`config.mk`:
```
export PLATFORM = sky130hd
export DESIGN_NAME = scvdw_delay
export DESIGN_NICKNAME = d
export VERILOG_FILES = /design/src/scvdw_delay.sv
export SDC_FILE = /design/constraint.sdc
export NUM_CORES = 1
export LEC_CHECK = 0
export ABC_AREA = 1
export BUFFER_PORTS_ARGS = -buffer_cell sky130_fd_sc_hd__buf_2
export CAP_MARGIN = 20
export CORE_MARGIN = 10
export CORE_UTILIZATION = 35
export CTS_CLUSTER_DIAMETER = 100
export CTS_CLUSTER_SIZE = 16
export DETAILED_ROUTE_END_ITERATION = 10
export PLACE_DENSITY = 0.69
export RECOVER_POWER = 25
export SYNTH_ARGS = -nofsm -noshare
export SYNTH_HDL_FRONTEND = slang
export SYNTH_SLANG_ARGS = --single-unit
```
`constraint.sdc`:
```
create_clock -name i_clk -period 0.8 [get_ports i_clk]
set_clock_uncertainty 0.05 [all_clocks]
set_input_delay 0.08 -clock i_clk [delete_from_list [all_inputs] [get_ports i_clk]]
set_output_delay 0.08 -clock i_clk [all_outputs]
set_load 0.02 [all_outputs]
```
`src/scvdw_delay.sv`:
```
// Enabled shift line that carries a value alongside the arithmetic units.
// No dependencies.
module scvdw_delay #(
    parameter int WIDTH = 64,
    parameter int DEPTH = 1
) (
    input  logic             i_clk,
    input  logic             i_en,
    input  logic [WIDTH-1:0] i_d,
    output logic [WIDTH-1:0] o_q
);
    logic [WIDTH-1:0] r_sr [0:DEPTH-1];

    always_ff @(posedge i_clk) begin
        if (i_en) begin
            r_sr[0] <= i_d;
            for (int i = 1; i < DEPTH; i++) begin
                r_sr[i] <= r_sr[i-1];
            end
        end
    end

    assign o_q = r_sr[DEPTH-1];
endmodule

```
==> impl_metrics.toml <==
[grt]
grt_use_total_pct = 14.6
use_met1_pct = 15.0
grt_antenna_before_repair = 0
met3_usage_pct = 8.39
gr-total-overflow = 0
grt_pass1_vias = 1652
grt_max_degree = 34
grt_pass1_wl_um = 9580
top_usage_layer = "met2"
grt_use_met2_pct = 23.8

[placed_design]
place.gp.congestion = 0.683
io_buffers = 129
pre_cts_slack_ns = -0.00316

[setup_path]
worstSetupPathType = "reg2out"
critPathCaptureType = "primary output"
cp_max_fo = 1
critical-path-top-delay-family = "flip-flops"
critPathRequiredTime_ns = 0.67
critPathSlowestCell = "edfxtp_1"
path_cells = "buf_6"
cp_slowest_stage_delay_ns = 0.42
cp_num_cells = 1
start_kind = "register"
crit_buf_inv = 1
arrival_ns = 0.91

[final_layout]
finalCoreUtilization_pct = 73.5
nNetsFinal = 336
nFillCells = 327
multiInputGateArea_um2 = 0
largest_reg_flops = 64
multi_input_comb_cells = 0
area_growth_pct = 99.0
regArea_um2 = 1920
largestRegisters = "r_sr (64)"
drive_gt1_share_pct = 51.8
largest_register = "r_sr"
antenna_cells = 0

[clock_network]
cts_tree = "built"
cts_root_buf = "clkbuf_8"
cts_buffers = 9
clock_path_buffers = 2
clk_pin_slew_ns = 0.08
h-tree-depth = 3
clkSinkCount = 64

[drt]
dr.first_iter.drc_count = 57
antenna_left = 0
dr.pass1.iters = 4
drc = 0
wirelength_um = 6950
via_count = 1461
vias_per_cell = 4.25
wl_per_cell_um = 20.2

[floorplan]
die_x_um = 94.1
coreArea_um2 = 5200
initial_core_util_pct = 36.9
rows = 26
die_y_um = 94.1
ioPinCount = 130
die_area_um2 = 8850

[sta]
setup_ws_ns = -0.242
max-slew-margin-rel_pct = 71.0
fin_crit_sh_pct = 130
hold_violations = 0
max_freq_mhz = 960
hold_ws_ns = 0.346
maxSlewViolCount = 0
final-setup-viol-count = 64
worst_slew_pin_slew_ns = 0.434
rsz0062_at_grt = "true"
fin_crit_ns = 1.04

[synth]
ys_ff_latch = 64
synth_fp_nets = 130
yosys_warnings = 0
synthCells = 64
netlist_area_um2 = 1920
synth.top_cell.area_share_pct = 100
synth_area_leaders = "edfxtp_1"
synth_area_leader_cell = "edfxtp_1"
yosysSeqAreaShare_pct = 100
ys_types = 1
syn_area_per_cell_um2 = 30.0

[run_status]
outcome = "complete, but fails checks"
failed_checks = "setup timing"

[hold_path]
min_path_cells = 2
hold_path_class = "in2reg"

[power_and_ir_drop]
peakVddDrop_mv = 1.36
p_leak_nw = 1.61
p_per_area_nw_per_um2 = 2010

[flow_run]
drv_cap = 0
cells in the mapped netlist:
cell type	count
edfxtp_1	64
timing repair:
action / 4_1_cts / 5_1_grt
buffers inserted: 0 / 0
hold endpoints to repair: 64 / 0
endpoints found under the setup margin: 64 / 64
resized for setup: 40 / 77
hold buffers: 64 / 0
gates cloned: 0 / 0
cells by family (layout without fill, tap and decap cells):
logic type             after synthesis  after routing  share of synthesized area [%]
DFF                                 64             64                            100
buffers and inverters                0            210                              0
placed cells by master, fill, tap and decap left out, drive strengths merged:
cell type and n:
clkinvlp 1, dlygate4sd3 64, edfxtp 64, clkbuf 13, clkinv 4, buf 128
routing by layer:
layer	routed length, um	part of all wire, %
met2	3610	52
met4	67	0.96
met5	0	0
met1	2460	35
met3	815	12
stage by stage:
| step | std cells | instance area, um^2 | TNS [ns] | total power [mW] |
|---|---|---|---|---|
| 3_5_place_dp | 265 | 2700 | -0.0438 | 4.97 |
| 4_1_cts | 344 | 3610 | -12.48 | 7.50 |
| 5_1_grt | 344 | 3820 | -14.89 | 8.02 |
| 6_report | 344 | 3820 | -12.29 | 7.70 |
| 2_1_floorplan | 64 | 1920 | 0 | 4.48 |
| 3_3_place_gp | 265 | 2700 | -0.108 | 4.95 |
report_power, final:
group	leakage [nW]	internal [mW]	switching, mW	total, mW
Clock	0.0770	1.07	1.14	2.21
Sequential	0.626	3.99	0.129	4.12
Combinational	0.904	0.748	0.619	1.37
Total	1.61	5.82	1.89	7.70
worst paths after layout:
| check | start | end | slack [ns] |
|---|---|---|---|
| setup / recovery | r_sr[0][44] | o_q[44] | -0.24 |
| hold / removal | i_en | r_sr[0][16] | 0.35 |
area by class of cell:
class,count,area share [%]
clock inverters,5,0.654
repair buffers,195,43.5
flip-flops and latches,64,50.2
clock buffers,10,3.34
well taps,70,2.29
Note: power is estimated with default switching activity, not from simulation.
